**src/hw/rtl/vpr_pkg.sv**
```systemverilog
package vpr_pkg;

  localparam logic [7:0] ADDR_BASE      = 8'h80;
  localparam logic [7:0] ADDR_FIXED     = 8'h81;
  localparam logic [7:0] ADDR_BROADCAST = 8'h88;
  localparam logic [7:0] ADDR_UCAST_LO  = 8'h81;
  localparam logic [7:0] ADDR_UCAST_HI  = 8'h87;

  localparam int SLOT_W      = 7;
  localparam int MODES_W     = 14;
  localparam int QUEUE_DEPTH = 2;

  localparam logic [2:0] MAX_DEST_RESET = 3'd7;

  localparam logic [1:0] REG_ENABLE   = 2'd0;
  localparam logic [1:0] REG_MODES    = 2'd1;
  localparam logic [1:0] REG_MAX_DEST = 2'd2;

  typedef enum logic [1:0] {
    MODE_KEEP   = 2'd0,
    MODE_FIXED  = 2'd1,
    MODE_CAMERA = 2'd2
  } addr_mode_t;

  typedef enum logic {
    BK_IDLE,
    BK_RUN
  } back_state_t;

  typedef struct packed {
    logic [SLOT_W-1:0]  enable;
    logic [MODES_W-1:0] modes;
    logic [2:0]         max_dest;
  } cfg_t;

  // one queued transaction for the back end
  typedef struct packed {
    logic [7:0]        data;
    logic [SLOT_W-1:0] mask;
    logic              header;
    logic              pkt_end;
  } job_t;

endpackage

```
**src/hw/rtl/vpr_front.sv**
```systemverilog
module vpr_front #(
  parameter int NUM_SLOTS        = 7,
  parameter int MAX_PACKET_BYTES = 16
) (
  input  logic          clk,
  input  logic          rst,
  input  vpr_pkg::cfg_t cfg,
  input  logic          data_valid,
  input  logic          full,
  input  logic [7:0]    data_byte,
  input  logic          last_byte,
  output logic          push,
  output vpr_pkg::job_t job
);
  import vpr_pkg::*;

  localparam int PosW = $clog2(MAX_PACKET_BYTES + 1);
  localparam logic [PosW-1:0] MaxPos = PosW'(MAX_PACKET_BYTES);
  localparam logic [SLOT_W-1:0] SlotBits = SLOT_W'((1 << NUM_SLOTS) - 1);
  localparam bit OneByte = (MAX_PACKET_BYTES <= 1);

  logic [PosW-1:0]   pos;
  logic [SLOT_W-1:0] route_mask;

  logic              accept;
  logic [SLOT_W-1:0] en;
  logic [SLOT_W-1:0] bmask;
  logic [SLOT_W-1:0] umask;
  logic [SLOT_W-1:0] hdr_mask;
  logic [2:0]        cnt;
  logic [2:0]        uslot;
  logic              ucast;
  logic [PosW-1:0]   pos_inc;

  assign accept  = data_valid && !full;
  assign en      = cfg.enable & SlotBits;
  assign pos_inc = pos + 1'b1;

  always_comb begin
    bmask = '0;
    cnt   = '0;
    for (int i = 0; i < SLOT_W; i++) begin
      if (en[i] && (cnt < cfg.max_dest)) begin
        bmask[i] = 1'b1;
        cnt      = cnt + 3'd1;
      end
    end
  end

  assign ucast = (data_byte >= ADDR_UCAST_LO) && (data_byte <= ADDR_UCAST_HI);
  assign uslot = data_byte[2:0] - 3'd1;
  assign umask = en & (SLOT_W'(1) << uslot);

  always_comb begin
    hdr_mask = '0;
    if (cfg.max_dest != 3'd0) begin
      if (data_byte == ADDR_BROADCAST) begin
        hdr_mask = bmask;
      end else if (ucast) begin
        hdr_mask = umask;
      end
    end
  end

  always_comb begin
    job  = '0;
    push = 1'b0;
    job.data = data_byte;
    if (pos == '0) begin
      job.mask    = hdr_mask;
      job.header  = 1'b1;
      job.pkt_end = last_byte || OneByte;
      push        = accept && (hdr_mask != '0);
    end else begin
      job.mask    = route_mask;
      job.header  = 1'b0;
      job.pkt_end = last_byte || (pos_inc == MaxPos);
      push        = accept && (route_mask != '0) && (pos < MaxPos);
    end
  end

  always_ff @(posedge clk) begin
    if (rst) begin
      pos        <= '0;
      route_mask <= '0;
    end else if (accept) begin
      if (last_byte) begin
        pos        <= '0;
        route_mask <= '0;
      end else if (pos == '0) begin
        pos        <= PosW'(1);
        route_mask <= hdr_mask;
      end else if (pos < MaxPos) begin
        pos <= pos_inc;
      end
    end
  end

endmodule

```
**src/hw/rtl/vpr_queue.sv**
```systemverilog
module vpr_queue (
  input  logic          clk,
  input  logic          rst,
  input  logic          push,
  input  vpr_pkg::job_t wr_job,
  input  logic          pop,
  output logic          full,
  output logic          nonempty,
  output vpr_pkg::job_t rd_job
);
  import vpr_pkg::*;

  localparam int PtrW = $clog2(QUEUE_DEPTH);
  localparam int CntW = $clog2(QUEUE_DEPTH + 1);

  job_t            mem [QUEUE_DEPTH];
  logic [PtrW-1:0] wr_ptr;
  logic [PtrW-1:0] rd_ptr;
  logic [CntW-1:0] count;

  assign full     = (count == CntW'(QUEUE_DEPTH));
  assign nonempty = (count != '0);
  assign rd_job   = mem[rd_ptr];

  always_ff @(posedge clk) begin
    if (push) begin
      mem[wr_ptr] <= wr_job;
    end
  end

  always_ff @(posedge clk) begin
    if (rst) begin
      wr_ptr <= '0;
      rd_ptr <= '0;
      count  <= '0;
    end else begin
      if (push) begin
        wr_ptr <= (wr_ptr == PtrW'(QUEUE_DEPTH - 1)) ? '0 : wr_ptr + 1'b1;
      end
      if (pop) begin
        rd_ptr <= (rd_ptr == PtrW'(QUEUE_DEPTH - 1)) ? '0 : rd_ptr + 1'b1;
      end
      case ({push, pop})
        2'b10:   count <= count + 1'b1;
        2'b01:   count <= count - 1'b1;
        default: count <= count;
      endcase
    end
  end

endmodule

```
**src/hw/rtl/vpr_back.sv**
```systemverilog
module vpr_back (
  input  logic          clk,
  input  logic          rst,
  input  vpr_pkg::cfg_t cfg,
  input  logic          q_nonempty,
  input  vpr_pkg::job_t q_job,
  output logic          pop,
  output logic          result_valid,
  input  logic          result_stall,
  output logic [7:0]    out_byte,
  output logic [6:0]    dest_mask,
  output logic          is_header,
  output logic          packet_end,
  output logic          run_end
);
  import vpr_pkg::*;

  back_state_t state, state_next;
  job_t        cur;

  logic              slot_free;
  logic              emit;
  logic              done;
  logic [SLOT_W-1:0] lowest;
  logic [SLOT_W-1:0] rem_after;
  logic [2:0]        slot;
  addr_mode_t        mode;
  logic [7:0]        hdr_byte;
  logic [7:0]        res_byte;
  logic [SLOT_W-1:0] res_mask;

  assign slot_free = !result_valid || !result_stall;
  assign emit      = (state == BK_RUN) && slot_free;

  // walk destinations lowest slot first
  assign lowest    = cur.mask & (~cur.mask + 1'b1);
  assign rem_after = cur.mask & ~lowest;
  assign done      = cur.header ? (rem_after == '0) : 1'b1;

  always_comb begin
    slot = '0;
    for (int i = 0; i < SLOT_W; i++) begin
      if (lowest[i]) begin
        slot = 3'(i);
      end
    end
  end

  assign mode = addr_mode_t'(2'(cfg.modes >> {slot, 1'b0}));

  always_comb begin
    case (mode)
      MODE_FIXED:  hdr_byte = ADDR_FIXED;
      MODE_CAMERA: hdr_byte = ADDR_BASE | {4'b0, {1'b0, slot} + 4'd1};
      default:     hdr_byte = cur.data;
    endcase
  end

  assign res_byte = cur.header ? hdr_byte : cur.data;
  assign res_mask = cur.header ? lowest : cur.mask;

  always_comb begin
    state_next = state;
    pop        = 1'b0;
    unique case (state)
      BK_IDLE: begin
        if (q_nonempty) begin
          pop        = 1'b1;
          state_next = BK_RUN;
        end
      end
      BK_RUN: begin
        if (emit && done) begin
          state_next = BK_IDLE;
        end
      end
      default: state_next = BK_IDLE;
    endcase
  end

  always_ff @(posedge clk) begin
    if (rst) begin
      state <= BK_IDLE;
    end else begin
      state <= state_next;
    end
  end

  always_ff @(posedge clk) begin
    if (pop) begin
      cur <= q_job;
    end else if (emit) begin
      cur.mask <= rem_after;
    end
  end

  always_ff @(posedge clk) begin
    if (rst) begin
      result_valid <= 1'b0;
    end else if (emit) begin
      result_valid <= 1'b1;
    end else if (!result_stall) begin
      result_valid <= 1'b0;
    end
  end

  always_ff @(posedge clk) begin
    if (emit) begin
      out_byte   <= res_byte;
      dest_mask  <= res_mask;
      is_header  <= cur.header;
      packet_end <= cur.pkt_end;
      run_end    <= done;
    end
  end

endmodule

```
**src/hw/rtl/visca_packet_router.sv**
```systemverilog
// An accepted byte is queued (dropped bytes are not) and popped into the back end's
// job register while it is idle; each result is registered at the output. A header
// byte yields one result per destination (up to 7), a later byte one, held while
// result_stall is high. data_stall rises only while the 2-entry queue is full.
// Reset (synchronous): queue, routing state and output valid clear;
// registers return to enable 0, modes 0, max_destinations 7.
module visca_packet_router #(
  parameter int NUM_SLOTS        = 7,
  parameter int MAX_PACKET_BYTES = 16
) (
  input  logic        clk,
  input  logic        rst,
  input  logic        psel,
  input  logic        penable,
  input  logic        pwrite,
  input  logic [3:0]  paddr,
  input  logic [31:0] pwdata,
  output logic [31:0] prdata,
  output logic        pready,
  input  logic        data_valid,
  output logic        data_stall,
  input  logic [7:0]  data_byte,
  input  logic        last_byte,
  output logic        result_valid,
  input  logic        result_stall,
  output logic [7:0]  out_byte,
  output logic [6:0]  dest_mask,
  output logic        is_header,
  output logic        packet_end,
  output logic        run_end
);
  import vpr_pkg::*;

  cfg_t cfg;
  job_t front_job;
  job_t q_job;
  logic front_push;
  logic q_full;
  logic q_nonempty;
  logic back_pop;
  logic cfg_wr;

  assign pready = 1'b1;
  assign cfg_wr = psel && penable && pwrite;

  always_ff @(posedge clk) begin
    if (rst) begin
      cfg.enable   <= '0;
      cfg.modes    <= '0;
      cfg.max_dest <= MAX_DEST_RESET;
    end else if (cfg_wr) begin
      case (paddr[3:2])
        REG_ENABLE:   cfg.enable   <= pwdata[SLOT_W-1:0];
        REG_MODES:    cfg.modes    <= pwdata[MODES_W-1:0];
        REG_MAX_DEST: cfg.max_dest <= pwdata[2:0];
        default:      ;
      endcase
    end
  end

  always_comb begin
    unique case (paddr[3:2])
      REG_ENABLE:   prdata = 32'(cfg.enable);
      REG_MODES:    prdata = 32'(cfg.modes);
      REG_MAX_DEST: prdata = 32'(cfg.max_dest);
      default:      prdata = '0;
    endcase
  end

  assign data_stall = q_full;

  vpr_front #(
    .NUM_SLOTS        (NUM_SLOTS),
    .MAX_PACKET_BYTES (MAX_PACKET_BYTES)
  ) u_front (
    .clk        (clk),
    .rst        (rst),
    .cfg        (cfg),
    .data_valid (data_valid),
    .full       (q_full),
    .data_byte  (data_byte),
    .last_byte  (last_byte),
    .push       (front_push),
    .job        (front_job)
  );

  vpr_queue u_queue (
    .clk      (clk),
    .rst      (rst),
    .push     (front_push),
    .wr_job   (front_job),
    .pop      (back_pop),
    .full     (q_full),
    .nonempty (q_nonempty),
    .rd_job   (q_job)
  );

  vpr_back u_back (
    .clk          (clk),
    .rst          (rst),
    .cfg          (cfg),
    .q_nonempty   (q_nonempty),
    .q_job        (q_job),
    .pop          (back_pop),
    .result_valid (result_valid),
    .result_stall (result_stall),
    .out_byte     (out_byte),
    .dest_mask    (dest_mask),
    .is_header    (is_header),
    .packet_end   (packet_end),
    .run_end      (run_end)
  );

endmodule

```
**config.mk**
```make
export PLATFORM = sky130hd
export DESIGN_NAME = visca_packet_router
export DESIGN_NICKNAME = d
export VERILOG_FILES = /design/src/hw/rtl/vpr_pkg.sv /design/src/hw/rtl/vpr_front.sv /design/src/hw/rtl/vpr_queue.sv /design/src/hw/rtl/vpr_back.sv /design/src/hw/rtl/visca_packet_router.sv
export SDC_FILE = /design/constraint.sdc
export NUM_CORES = 1
export LEC_CHECK = 0
export ABC_AREA = 1
export BUFFER_PORTS_ARGS = -buffer_cell sky130_fd_sc_hd__buf_2
export CAP_MARGIN = 20
export CORE_AREA = 2 2 108 110
export CTS_BUF_LIST = sky130_fd_sc_hd__clkbuf_2 sky130_fd_sc_hd__clkbuf_4 sky130_fd_sc_hd__clkbuf_8
export CTS_CLUSTER_SIZE = 10
export DETAILED_ROUTE_END_ITERATION = 7
export DIE_AREA = 0 0 110 112
export PLACE_DENSITY = 0.78
export SLEW_MARGIN = 20
export SYNTH_ARGS = -nofsm -noshare
export SYNTH_HDL_FRONTEND = slang
export SYNTH_SLANG_ARGS = --single-unit
```
**constraint.sdc**
```tcl
create_clock -name clk -period 6.05 [get_ports clk]
set_clock_uncertainty 0.2 [all_clocks]
set_input_delay 0.3025 -clock clk [delete_from_list [all_inputs] [get_ports clk]]
set_output_delay 0.3025 -clock clk [all_outputs]
set_load 0.05 [all_outputs]
```
**Yosys cells after proc, flatten, opt, wreduce, memory -nomap -nowiden**

Memory sizes are Yosys's and may differ from the RTL's. A register that Yosys moved wholly into a read port is not among the register bits.
Cells that the tools add are included.

- Register bits after elaboration: 77
- Bits in writable memories: 34
- Input port bits: 52
- Output and inout port bits: 53
- Logic and storage cells: 147
- Memories kept: 1

- Add/sub/neg operators: 13
- Magnitude comparators: 10
- Equal/unequal tests: 10
- Shifts and indexed selects: 2
- Mux-type cells: 49
- Bitwise logic cells: 6
- Reductions and logical operators: 37

Memories:

| name | depth | bits a word | rd ports | clocked after Yosys merged registers in | write ports | line | text |
|---|---|---|---|---|---|---|---|
| u_queue.mem | 2 | 17 | 1 | 1 | 1 | vpr_queue.sv:16 | `job_t mem [QUEUE_DEPTH];` |

Operators with widths:

| operator | number |
|---|---|
| two-way mux 7 bit | 8 |
| one-hot mux 14 bit (3 select lines) | 1 |
| two-way mux 3 bit | 10 |
| two-way mux 1 bit | 22 |
| AND 7 bit | 3 |
| logical AND 1 bit | 16 |
| one-hot mux 8 bit (2 select lines) | 1 |
| < comparator 3 bit | 5 |
| two-way mux 5 bit | 3 |
| inverter 7 bit | 2 |
| nonzero test 7 bit | 2 |
| >> shifter 14 x 4 -> 2 bit | 1 |
| adder 3 x 1 -> 3 bit (second input constant) | 4 |
| AND reduction 2 bit | 5 |
| two-way mux 9 bit | 1 |
| == test 2 bit (second input constant) | 4 |
| == test 8 bit (second input constant) | 1 |
| >= comparator 8 bit (second input constant) | 1 |
| <= comparator 8 bit (second input constant) | 1 |
| two-way mux 8 bit | 1 |
| nonzero test 2 bit | 4 |
| adder 7 x 1 -> 7 bit (second input constant) | 1 |
| zero test 7 bit | 1 |
| left shift 1 x 3 -> 7 bit (first input constant) | 1 |
| 21 further kinds | 28 |

**Logic depth before layout (Yosys ltp)**

Gate-level depths: netlist of the first run.

- Word-level depth: 28
- Mapped depth: 53

**Modules after synthesis**

From an unflattened synthesis of the first run, not the netlist that was laid out.

- Cell total of the unflattened synthesis: 717
- Area, all modules: 6,276.0 µm²

By module, submodules not included:

| module | instances | cells an instance | area each (µm²) | seq. area each (µm²) |
|---|---|---|---|---|
| vpr_back | 1 | 173 | 1,831.8 | 1,091.0 |
| vpr_front | 1 | 251 | 1,570.3 | 240.2 |
| vpr_queue | 1 | 86 | 1,506.4 | 1,121.1 |
| visca_packet_router | 1 | 207 | 1,367.6 | 480.5 |

**Worst setup path after synthesis of the first run**

Ideal clock, no wire load.

- Path type: reg2reg
- Start point: reg cfg[2] (netlist name)
- End point: mem u_queue.mem[0][0] in the netlist's numbering (enable)
- Library setup time: 0.377 ns
- Data arrival time: 5.896 ns
- Setup slack: -0.423 ns
- Stages on the path, launching flop included: 36
- Path buffers: 0
- Clock period less this slack: 6.473 ns
- Path through: dfxtp_1 > nor2_2 > a21oi_2 > ha_1 > a21boi_0 > nand3_1 > nor2_1 > ha_1 > a211oi_1 > nand2_2 > nor2_1 > xnor2_1 > inv_1 > ha_1 > a211oi_1 > nand2_4 > nor2_1 > xor2_1 > inv_1 > ha_1 > nand2_1 > o21bai_2 > nand2_2 > inv_1 > nand2_1 > xor2_1 > ha_1 > a211oi_1 > nand2_1 > nand2_2 > nand2_2 > nand2_2 > nand2_4 > nand2_1 > inv_2 > nor2_2

- Word-level cells in the longest chain between the ends: 28

RTL lines:

| element | line | text |
|---|---|---|
| < comparator 1 x 3 -> 1 bit | vpr_front.sv:43 | `if (en[i] && (cnt < cfg.max_dest)) begin` |
| logical AND 1 bit | vpr_front.sv:43 |  |
| two-way mux 1 bit | vpr_front.sv:43 |  |
| < comparator 1 x 3 -> 1 bit | vpr_front.sv:43 |  |
| logical AND 1 bit | vpr_front.sv:43 |  |
| two-way mux 3 bit | vpr_front.sv:43 |  |
| < comparator 3 bit | vpr_front.sv:43 |  |
| logical AND 1 bit | vpr_front.sv:43 |  |
| [... 12 more ...] | n/a |  |
| two-way mux 1 bit | vpr_front.sv:43 |  |
| two-way mux 7 bit | vpr_front.sv:57 | `if (data_byte == ADDR_BROADCAST) begin` |
| two-way mux 7 bit * | vpr_front.sv:56 | `if (cfg.max_dest != 3'd0) begin` |
| nonzero test 7 bit * | vpr_front.sv:73 | `push = accept && (hdr_mask != '0);` |
| logical AND 1 bit * | vpr_front.sv:73 |  |
| two-way mux 1 bit * | vpr_front.sv:69 | `if (pos == '0) begin` |
| two-way mux 1 bit * | vpr_queue.sv:26 | `if (push) begin` |
| two-way mux 1 bit (implied by the code) * | vpr_queue.sv:27 | `mem[wr_ptr] <= wr_job;` |
| to (decl) | vpr_queue.sv:16 |  |

Every way passes the cells marked *; elsewhere a longest branch is shown, timed or not.

**Final worst setup path of the first run**

- Start point: reg cfg[17] (netlist name)
- End point: mem u_queue.mem[1][15] in the netlist's numbering (enable)

- Word-level cells in the longest chain between the ends: 27

RTL lines:

| element | line |
|---|---|
| logical AND 1 bit | vpr_front.sv:43 |
| two-way mux 1 bit | vpr_front.sv:43 |
| < comparator 1 x 3 -> 1 bit | vpr_front.sv:43 |
| logical AND 1 bit | vpr_front.sv:43 |
| two-way mux 3 bit | vpr_front.sv:43 |
| < comparator 3 bit | vpr_front.sv:43 |
| logical AND 1 bit | vpr_front.sv:43 |
| two-way mux 3 bit | vpr_front.sv:43 |
| [... 11 more ...] | n/a |
| two-way mux 1 bit | vpr_front.sv:43 |
| two-way mux 7 bit * | vpr_front.sv:57 |
| two-way mux 7 bit * | vpr_front.sv:56 |
| nonzero test 7 bit * | vpr_front.sv:73 |
| logical AND 1 bit * | vpr_front.sv:73 |
| two-way mux 1 bit * | vpr_front.sv:69 |
| two-way mux 1 bit * | vpr_queue.sv:26 |
| two-way mux 1 bit (implied by the code) * | vpr_queue.sv:27 |

Marked as above.

==> results of run 1 <==
[metal layers]
metal	GRT usage, %	routed length [um]	part of all wire [%]
met5	0	0	0
met3	3.57	517	4.0
met4	10.0	420	3.3
met2	36.7	6770	53
met1	24.5	5130	40
[synth_stat cells (4+ instances only)]
master	instances	area, um^2
o22ai_1	4	25.0
edfxtp_1	69	2070
nand2_2	14	87.6
clkbuf_1	12	45.0
nand2_4	6	67.6
o21ai_0	54	270
a31oi_1	4	25.0
o211ai_1	10	75.1
inv_1	96	360
dfxtp_1	43	861
a21oi_1	51	255
nand3_1	18	90.1
nand2_1	91	342
nor3_1	5	25.0
mux2_2	13	146
nand4_1	5	31.3
nor2_1	61	229
buf_4	20	150
ha_1	19	238
[registers in the layout (all words and copies together) (netlist names), named ones only]
name and flops:
u_back.packet_end 1, u_back.dest_mask 7, u_front.route_mask 7, u_back.cur 17, u_queue.rd_ptr 1, u_back.is_header 1, cfg 24, u_back.run_end 1
u_back.out_byte 8, u_back.result_valid 1, u_queue.wr_ptr 1, u_front.pos 5, u_back.state 1, u_queue.mem 34, u_queue.count 2
[cell type report]
| cell class | instances | area (um^2) |
|---|---|---|
| Tap cell | 143 | 179 |
| Inverter | 99 | 375 |
| Clock buffer | 11 | 139 |
| Timing Repair Buffer | 127 | 865 |
| Multi-Input combinational cell | 407 | 2550 |
| Fill cell | 897 | 4080 |
| Sequential cell | 112 | 2940 |
| Clock inverter | 5 | 47.5 |
[where the power goes]
group,internal (mW),switching (mW),leakage (nW),total [mW]
sequential,0.992,0.0778,0.980,1.07
clock,0.197,0.226,0.0990,0.423
combinational,0.226,0.571,1.94,0.798
[path summary, 6_finish.rpt]
kind / startpoint / end / slack, ps
worst max-delay path: cfg[17]$_SDFFE_PP0P_ / u_queue.mem[1][15]$_DFFE_PP_ / -5
worst min register to register: u_back.cur[0]$_DFFE_PP_ / u_back.packet_end$_DFFE_PP_ / 240
worst min-delay path: result_stall / u_back.result_valid$_SDFFE_PP0P_ / 10
worst max register to register: cfg[17]$_SDFFE_PP0P_ / u_queue.mem[1][15]$_DFFE_PP_ / -5
[metrics by stage]
stage	utilization, %	instances
finish	63.5	904
global route	63.5	904
CTS	61.3	894
detailed placement	57.5	856
global placement	57.5	856
floorplan	-	651
[cell usage in the layout (no fill, tap or decap), drive strengths merged]
cell           n
a21oi         55
o21bai         1
mux2          13
o221ai         3
nor4           3
o21ai         56
a22oi          1
clkbuf        12
o211ai        10
nand4          5
ha            19
edfxtp        69
xor2           3
a31oi          4
a21boi         2
conb          19
buf          115
o2111ai        1
bufinv         1
nand2        111
nor3           5
o31ai          2
xnor2          3
a211oi         3
nand3         19
clkinv         5
o22ai          4
dfxtp         43
inv           98
nor2          64
or2            1
dlygate4sd3   11
[cell families (layout without fill, tap and decap cells)]
kind of cell | Yosys count | after routing
other | 2 | 19
and+or+nand+nor | 208 | 208
DFF | 112 | 112
buffers and inverters | 132 | 242
muxes | 13 | 13
AOI/OAI and AO/OA | 142 | 142
adders and majority gates | 19 | 19
xor gates and xnor gates | 6 | 6
[tightest hold or removal path, stage by stage]
cell and delay (ps):
buf_2 90, nand2_1 70, a21oi_1 60
[repair_timing]
item,in CTS,in global routing
setup buffers,11,9
endpoints found under the hold margin,20,0
hold buffers,11,0
resized for setup,13,33
endpoints found under the setup margin,37,39
cloned,0,1
pin swaps,22,30
==> flow_summary.ini, run 1 <==
[synthesis]
synthXorXnorAreaFrac_pct = 0.922
yosysSeqAreaShare_pct = 51.5
ys.flop_type = edfxtp_1
synth_compound_area_share_pct = 14.2
synthMuxAreaShare_pct = 2.57
synthAdderAreaFrac_pct = 4.17
ys_ff_latch = 112
synth_cells = 634
ys_warn_count = 0
synth_top_family_by_area = simple AND/OR/NAND/NOR gates
synth_edf_count = 69
syn_area_um2 = 5700
synth_cell_type_count = 40
ys_async_sr_fraction_pct = 0
syn_avg_cell_area_um2 = 8.99
synth_simple_gate_area_share_pct = 16.4

[sta]
hold_viol_final = 0
final-setup-viol-count = 8
fmax_mhz = 165
rsz0062_at_grt = true
period_share_pct = 100
slew_headroom_pct = 42.2
fin_hold_ws_ps = 13.1
setup_slack_ps = -5.28
fin_crit_ps = 6060
setup_tns_ps = -28.7
maxSlewViolCount = 0
worst_pin_slew_ps = 866

[placed_design]
place_ws_ps = -272
place_area_um2 = 6420
portBuffers = 65
place.gp.congestion = 0.896
hpwl_mm = 9.19

[detailed_routing]
wl_mm = 12.8
vias = 4701
ant_nets = 0
dr.pass1.iters = 5
drtIter0Drc = 242
drc = 0
wl_per_cell_um = 14.2
vias_per_cell = 5.20

[clocking]
clk_latency_ps = 360
cts_tree = built
cts_made_buffers = 9
h-tree-depth = 3
cts.sinks = 112
clockBufferDepth = 2
cts-root-buf = clkbuf_8
cts.clk_slew.worst_paths_ps = 100

[grt]
grt.overflow.total = 0
grt_max_degree = 30
grt_pass1_wl_mm = 20.4
grt_use_total_pct = 21.0
antenna_found_initial = 0
grt_pass1_vias = 4616

[floorplan]
die_h_um = 112
dieArea_um2 = 12300
initial_core_util_pct = 51.0
fp-row-count = 39
io_pins = 105
core_um2 = 11200
die_w_um = 110

[outcome]
status = finished with violations
violations = setup timing

[power_and_ir_drop]
leakagePower_nw = 3.01
worst_ir_drop_vdd_mv = 0.209
p_per_area_nw_per_um2 = 323
p_total_mw = 2.29

[final_layout]
drive_above_1_share_pct = 29.0
nNetsFinal = 827
syn_to_final_growth_pct = 24.6
antenna_cells = 0
fin_area_um2 = 7100

[run]
drv_cap = 0

[setup_path]
critical_path_arrival_ps = 5940
endpoint_kind = register
path_depth = 41
start_kind = register
crit_fanout = 9
crit_path_frequent_cell = nand2_2
worst_path_largest_cell_delay_ps = 320
critPathTopFamily = simple AND/OR/NAND/NOR gates
slowest_stage = dfxtp_1
worstPathRequired_ps = 5930
worst-path-buf-inv = 9
rr_worst_depth = 41
path_class = register to register

[hold_path]
hold_path.class = primary input to register
min_path_cells = 3
Power figures use the tool's default switching activity.
==> run 2: changes to the inputs <==
--- a/config.mk
+++ b/config.mk
@@ -14,6 +14,7 @@
 export DETAILED_ROUTE_END_ITERATION = 7
 export DIE_AREA = 0 0 110 112
 export PLACE_DENSITY = 0.78
+export REMOVE_ABC_BUFFERS = 1
 export SLEW_MARGIN = 20
 export SYNTH_ARGS = -nofsm -noshare
 export SYNTH_HDL_FRONTEND = slang
==> flow_summary.ini, run 2 (synthesis gave the netlist of run 1 again) <==
[outcome]
status = finished with violations
violations = setup timing

[detailed_routing]
vias = 4768
ant_nets = 0
drtIter0Drc = 327
wl_per_cell_um = 14.2
wl_mm = 13.0
dr.pass1.iters = 5
drc = 0
vias_per_cell = 5.19

[power_and_ir_drop]
worst_ir_drop_vdd_mv = 0.227
leakagePower_nw = 3.16
p_per_area_nw_per_um2 = 329
p_total_mw = 2.41

[grt]
grt_max_degree = 30
grt_pass1_wl_mm = 20.3
grt_pass1_vias = 4573
antenna_found_initial = 0
grt.overflow.total = 0
grt_use_total_pct = 20.8

[floorplan]
dieArea_um2 = 12300
initial_core_util_pct = 51.0
fp-row-count = 39
die_h_um = 112
die_w_um = 110
io_pins = 105
core_um2 = 11200

[setup_path]
endpoint_kind = register
path_class = register to register
start_kind = register
worst_path_largest_cell_delay_ps = 350
crit_path_frequent_cell = nand2_2
slowest_stage = dfxtp_2
worstPathRequired_ps = 5950
critical_path_arrival_ps = 6010
crit_fanout = 7

[final_layout]
nNetsFinal = 842
multi_input_area_um2 = 2580
drive_above_1_share_pct = 30.3
top_regs = u_queue.mem: 34 flops, cfg: 24 flops, u_back.cur: 17 flops
top_register = u_queue.mem
final_common_cell = inv_1
largest_reg_flops = 34
regArea_um2 = 2940
syn_to_final_growth_pct = 28.3
fin_area_um2 = 7310
post-route-util_pct = 65.4
layout_common_cells = inv_1, nand2_1, edfxtp_1
antenna_cells = 0
fillers = 822
final_cell_count_no_fill = 919

[sta]
rsz0062_at_grt = true
period_share_pct = 101
worst_pin_slew_ps = 845
fin_hold_ws_ps = 17.1
maxSlewViolCount = 0
hold_viol_final = 0
final-setup-viol-count = 17
setup_tns_ps = -592
setup_slack_ps = -61.9
slew_headroom_pct = 43.6
fin_crit_ps = 6110
fmax_mhz = 164

[placed_design]
placed_cells = 862
place.gp.congestion = 0.869
place_ws_ps = -475
hpwl_mm = 8.85
place_area_um2 = 6360
portBuffers = 65

[hold_path]
hold_path.class = primary input to register

[clocking]
cts.clk_slew.worst_paths_ps = 110
h-tree-depth = 3
clk_latency_ps = 370
cts-root-buf = clkbuf_8
cts_made_buffers = 9
clockBufferDepth = 2
cts_tree = built
cts.sinks = 112

[run]
drv_cap = 0
-- run 2: cell count changes in the layout (fill, tap and decap cells not counted), sizes merged --
cell / change
bufinv: +2
clkinv: -3
buf: +11
clkbuf: -1
inv: +2
dlygate4sd3: +4
-- run 2: worst paths after layout --
check,cells after the start,end,from,slack [ps]
worst min-delay path,3,cfg[14]$_SDFFE_PP0P_,pwdata[11],20
worst max register to register,44,u_queue.mem[1][11]$_DFFE_PP_,cfg[2]$_SDFFE_PP1P_,-60
worst max-delay path,44,u_queue.mem[1][11]$_DFFE_PP_,cfg[2]$_SDFFE_PP1P_,-60
worst min register to register,0,u_back.packet_end$_DFFE_PP_,u_back.cur[0]$_DFFE_PP_,240
-- run 2: where the power goes --
part	switching [mW]	internal, mW
registers	0.0751	0.992
logic	0.568	0.236
clock network	0.255	0.282
-- run 2: area by class of cell --
class | instances | share of cell area, %
inverters | 99 | 5.17
clock buffers | 10 | 1.80
repair buffers | 142 | 13.6
well taps | 143 | 2.45
multi-input cells | 407 | 35.3
flip-flops and latches | 112 | 40.2
clock inverters | 6 | 1.56
-- run 2: repair_timing --
item,in CTS,in global routing
setup endpoints to repair,37,39
resized for setup,33,44
endpoints found under the hold margin,23,0
hold buffers,15,0
buffers inserted,18,8
pin swaps,25,37
cloned,0,1
-- run 2: layer usage --
layer  track usage, %  wire [um]  vias up
met3             4.63        612       32
met1             24.8       5230     2238
met2             35.5       6870      138
met4             8.86        329        0
met5                0          0        -
li1                 -          -     2360
-- run 2: critical path, delay by kind of cell (launching register included) --
kind	cells	cell delay (ps)
compound gates	6	930
simple gates	20	1500
fa+ha+maj	5	1260
buf+inv	10	890
flops	1	350
mux	1	310
xor+xnor	2	370
==> run 3: changes to the inputs <==
--- a/config.mk
+++ b/config.mk
@@ -5,14 +5,14 @@
 export SDC_FILE = /design/constraint.sdc
 export NUM_CORES = 1
 export LEC_CHECK = 0
-export ABC_AREA = 1
 export BUFFER_PORTS_ARGS = -buffer_cell sky130_fd_sc_hd__buf_2
 export CAP_MARGIN = 20
-export CORE_AREA = 2 2 108 110
+export CORE_AREA = 2 2 109 111
 export CTS_BUF_LIST = sky130_fd_sc_hd__clkbuf_2 sky130_fd_sc_hd__clkbuf_4 sky130_fd_sc_hd__clkbuf_8
 export CTS_CLUSTER_SIZE = 10
 export DETAILED_ROUTE_END_ITERATION = 7
-export DIE_AREA = 0 0 110 112
+export DIE_AREA = 0 0 111 113
+export GPL_TIMING_DRIVEN = 0
 export PLACE_DENSITY = 0.78
 export REMOVE_ABC_BUFFERS = 1
 export SLEW_MARGIN = 20
==> flow_summary.ini, run 3 <==
[outcome]
status = finished with violations
violations = setup timing

[sta]
setup_slack_ps = -1090
maxSlewViolCount = 0
rsz0062_at_grt = true
fin_crit_ps = 7140
hold_viol_final = 0
worst_pin_slew_ps = 986
fmax_mhz = 140
period_share_pct = 118
slew_headroom_pct = 33.7
final-setup-viol-count = 40
setup_tns_ps = -37370

[final_layout]
drive_above_1_share_pct = 30.0
fillers = 773
top_register = u_queue.mem
final_common_cell = nand2_1
multi_input_area_um2 = 3020
syn_to_final_growth_pct = 28.1
top_regs = u_queue.mem: 34 flops, cfg: 24 flops, u_back.cur: 17 flops
antenna_cells = 0
fin_area_um2 = 7410
layout_common_cells = nand2_1, edfxtp_1, buf_2
regArea_um2 = 2950
nNetsFinal = 763
largest_reg_flops = 34

[synthesis]
yosysTopAreaCell = edfxtp_1
syn_avg_cell_area_um2 = 10.2
yosysTopAreaCellShare_pct = 35.8
yosys-top-cells-count = nand2_1, edfxtp_1, dfxtp_1
synth_most_common_cell = nand2_1
synth_cell_type_count = 62
synth_cells = 566
syn_area_um2 = 5780
ys_ff_latch = 112
yosysSeqAreaShare_pct = 50.7
ys_async_sr_fraction_pct = 0
ys_warn_count = 0
ys.flop_type = edfxtp_1
synth_top_cells_by_area = edfxtp_1, dfxtp_1, nand2_1
synth_edf_count = 69

[placed_design]
portBuffers = 65
place_area_um2 = 6130
place_ws_ps = -3080
place.gp.congestion = 0.902
hpwl_mm = 8.31

[grt]
grt_max_degree = 44
grt_use_total_pct = 22.3
grt.overflow.total = 0
grt_pass1_vias = 4665
antenna_found_initial = 0
grt_pass1_wl_mm = 22.7

[clocking]
cts_tree = built
cts.clk_slew.worst_paths_ps = 110
cts.sinks = 112
cts_made_buffers = 9
clockBufferDepth = 2
cts-root-buf = clkbuf_8
clk_latency_ps = 380
h-tree-depth = 3

[floorplan]
die_w_um = 111
die_h_um = 113
dieArea_um2 = 12500
initial_core_util_pct = 51.3
core_um2 = 11300
fp-row-count = 39
io_pins = 105

[setup_path]
crit_fanout = 4
start_kind = register
slowest_stage = dfxtp_4
crit_path_frequent_cell = ha_4
worstPathRequired_ps = 6170
ff2ff_setup_slack_ps = -1090
worst_path_largest_cell_delay_ps = 390
endpoint_kind = register
path_class = register to register
critical_path_arrival_ps = 7260

[detailed_routing]
drc = 0
drtIter0Drc = 363
vias = 4866
wl_mm = 15.0
ant_nets = 0
wl_per_cell_um = 17.9
vias_per_cell = 5.79
dr.pass1.iters = 5

[power_and_ir_drop]
p_per_area_nw_per_um2 = 203
worst_ir_drop_vdd_mv = 0.122
leakagePower_nw = 2.90

[run]
drv_cap = 0

[hold_path]
hold_path.class = primary input to register
## run 3: logic make-up (layout without fill, tap and decap cells)
group                      Yosys count  after routing  synth area share [%]
xor gates and xnor gates            10             10                  1.51
and+or+nand+nor                    214            216                  18.1
muxes                               43             43                  8.20
buffers and inverters               60            172                  5.15
DFF                                112            112                  50.7
other                                2             19                 0.130
adders and majority gates           21             21                  4.46
AOI/OAI and AO/OA                  104            104                  11.7
## run 3: stage by stage
stage	util, %	std cells	total power, mW	hold WS, ps
floorplan	-	540	0.930	166
global placement	54.3	748	0.966	205
detailed placement	54.4	748	0.970	231
CTS	63.9	827	1.49	2.75
global route	65.7	840	1.55	8.84
finish	65.7	840	1.50	20.4
## run 3: layout make-up
class                           instances  area share, %
Multi-Input combinational cell        413           40.7
Timing Repair Buffer                  139           13.0
Clock inverter                          7           1.60
Sequential cell                       112           39.8
Inverter                               17          0.861
Clock buffer                            9           1.67
Tap cell                              143           2.42
## run 3: what timing repair did
action                                 in CTS  in global routing
setup endpoints to repair                  43                 40
setup buffers                              41                 15
endpoints found under the hold margin      29                  0
hold buffers                               21                  0
gates resized for setup                    62                 21
pin swaps                                  27                 23
cloned                                      2                  0
## run 3: final timing paths
check	startpoint	to	depth (start not counted)
worst max-delay path	cfg[0]$_SDFFE_PP1P_	u_queue.count[1]$_SDFFE_PP0P_	34
worst min-delay path	data_byte[1]	u_queue.mem[1][10]$_DFFE_PP_	1
worst max register to register	cfg[0]$_SDFFE_PP1P_	u_queue.count[1]$_SDFFE_PP0P_	34
worst min register to register	u_back.cur[0]$_DFFE_PP_	u_back.packet_end$_DFFE_PP_	0
## run 3: report_power, final
part           leakage, nW  total (mW)  switching (mW)  internal (mW)
registers             1.01       0.827          0.0111          0.816
clock network        0.123       0.519           0.273          0.247
logic                 1.78       0.156           0.104         0.0523
## run 3: worst max-delay path, delay by kind of cell, from the launching register on
kind,cells,cell delay (ps)
xor+xnor,2,380
mux,2,650
compound gates,9,1920
simple gates,12,1790
flops,1,390
fa+ha+maj,6,1320
buf+inv,3,400
## run 3: per-layer routing
layer | global-route usage, % | part of all wire [%] | up-vias
li1 | - | - | 2257
met1 | 26.1 | 38 | 2310
met2 | 40.3 | 52 | 231
met3 | 3.86 | 6.0 | 68
met4 | 10.4 | 4.3 | 0
met5 | 0 | 0 | -
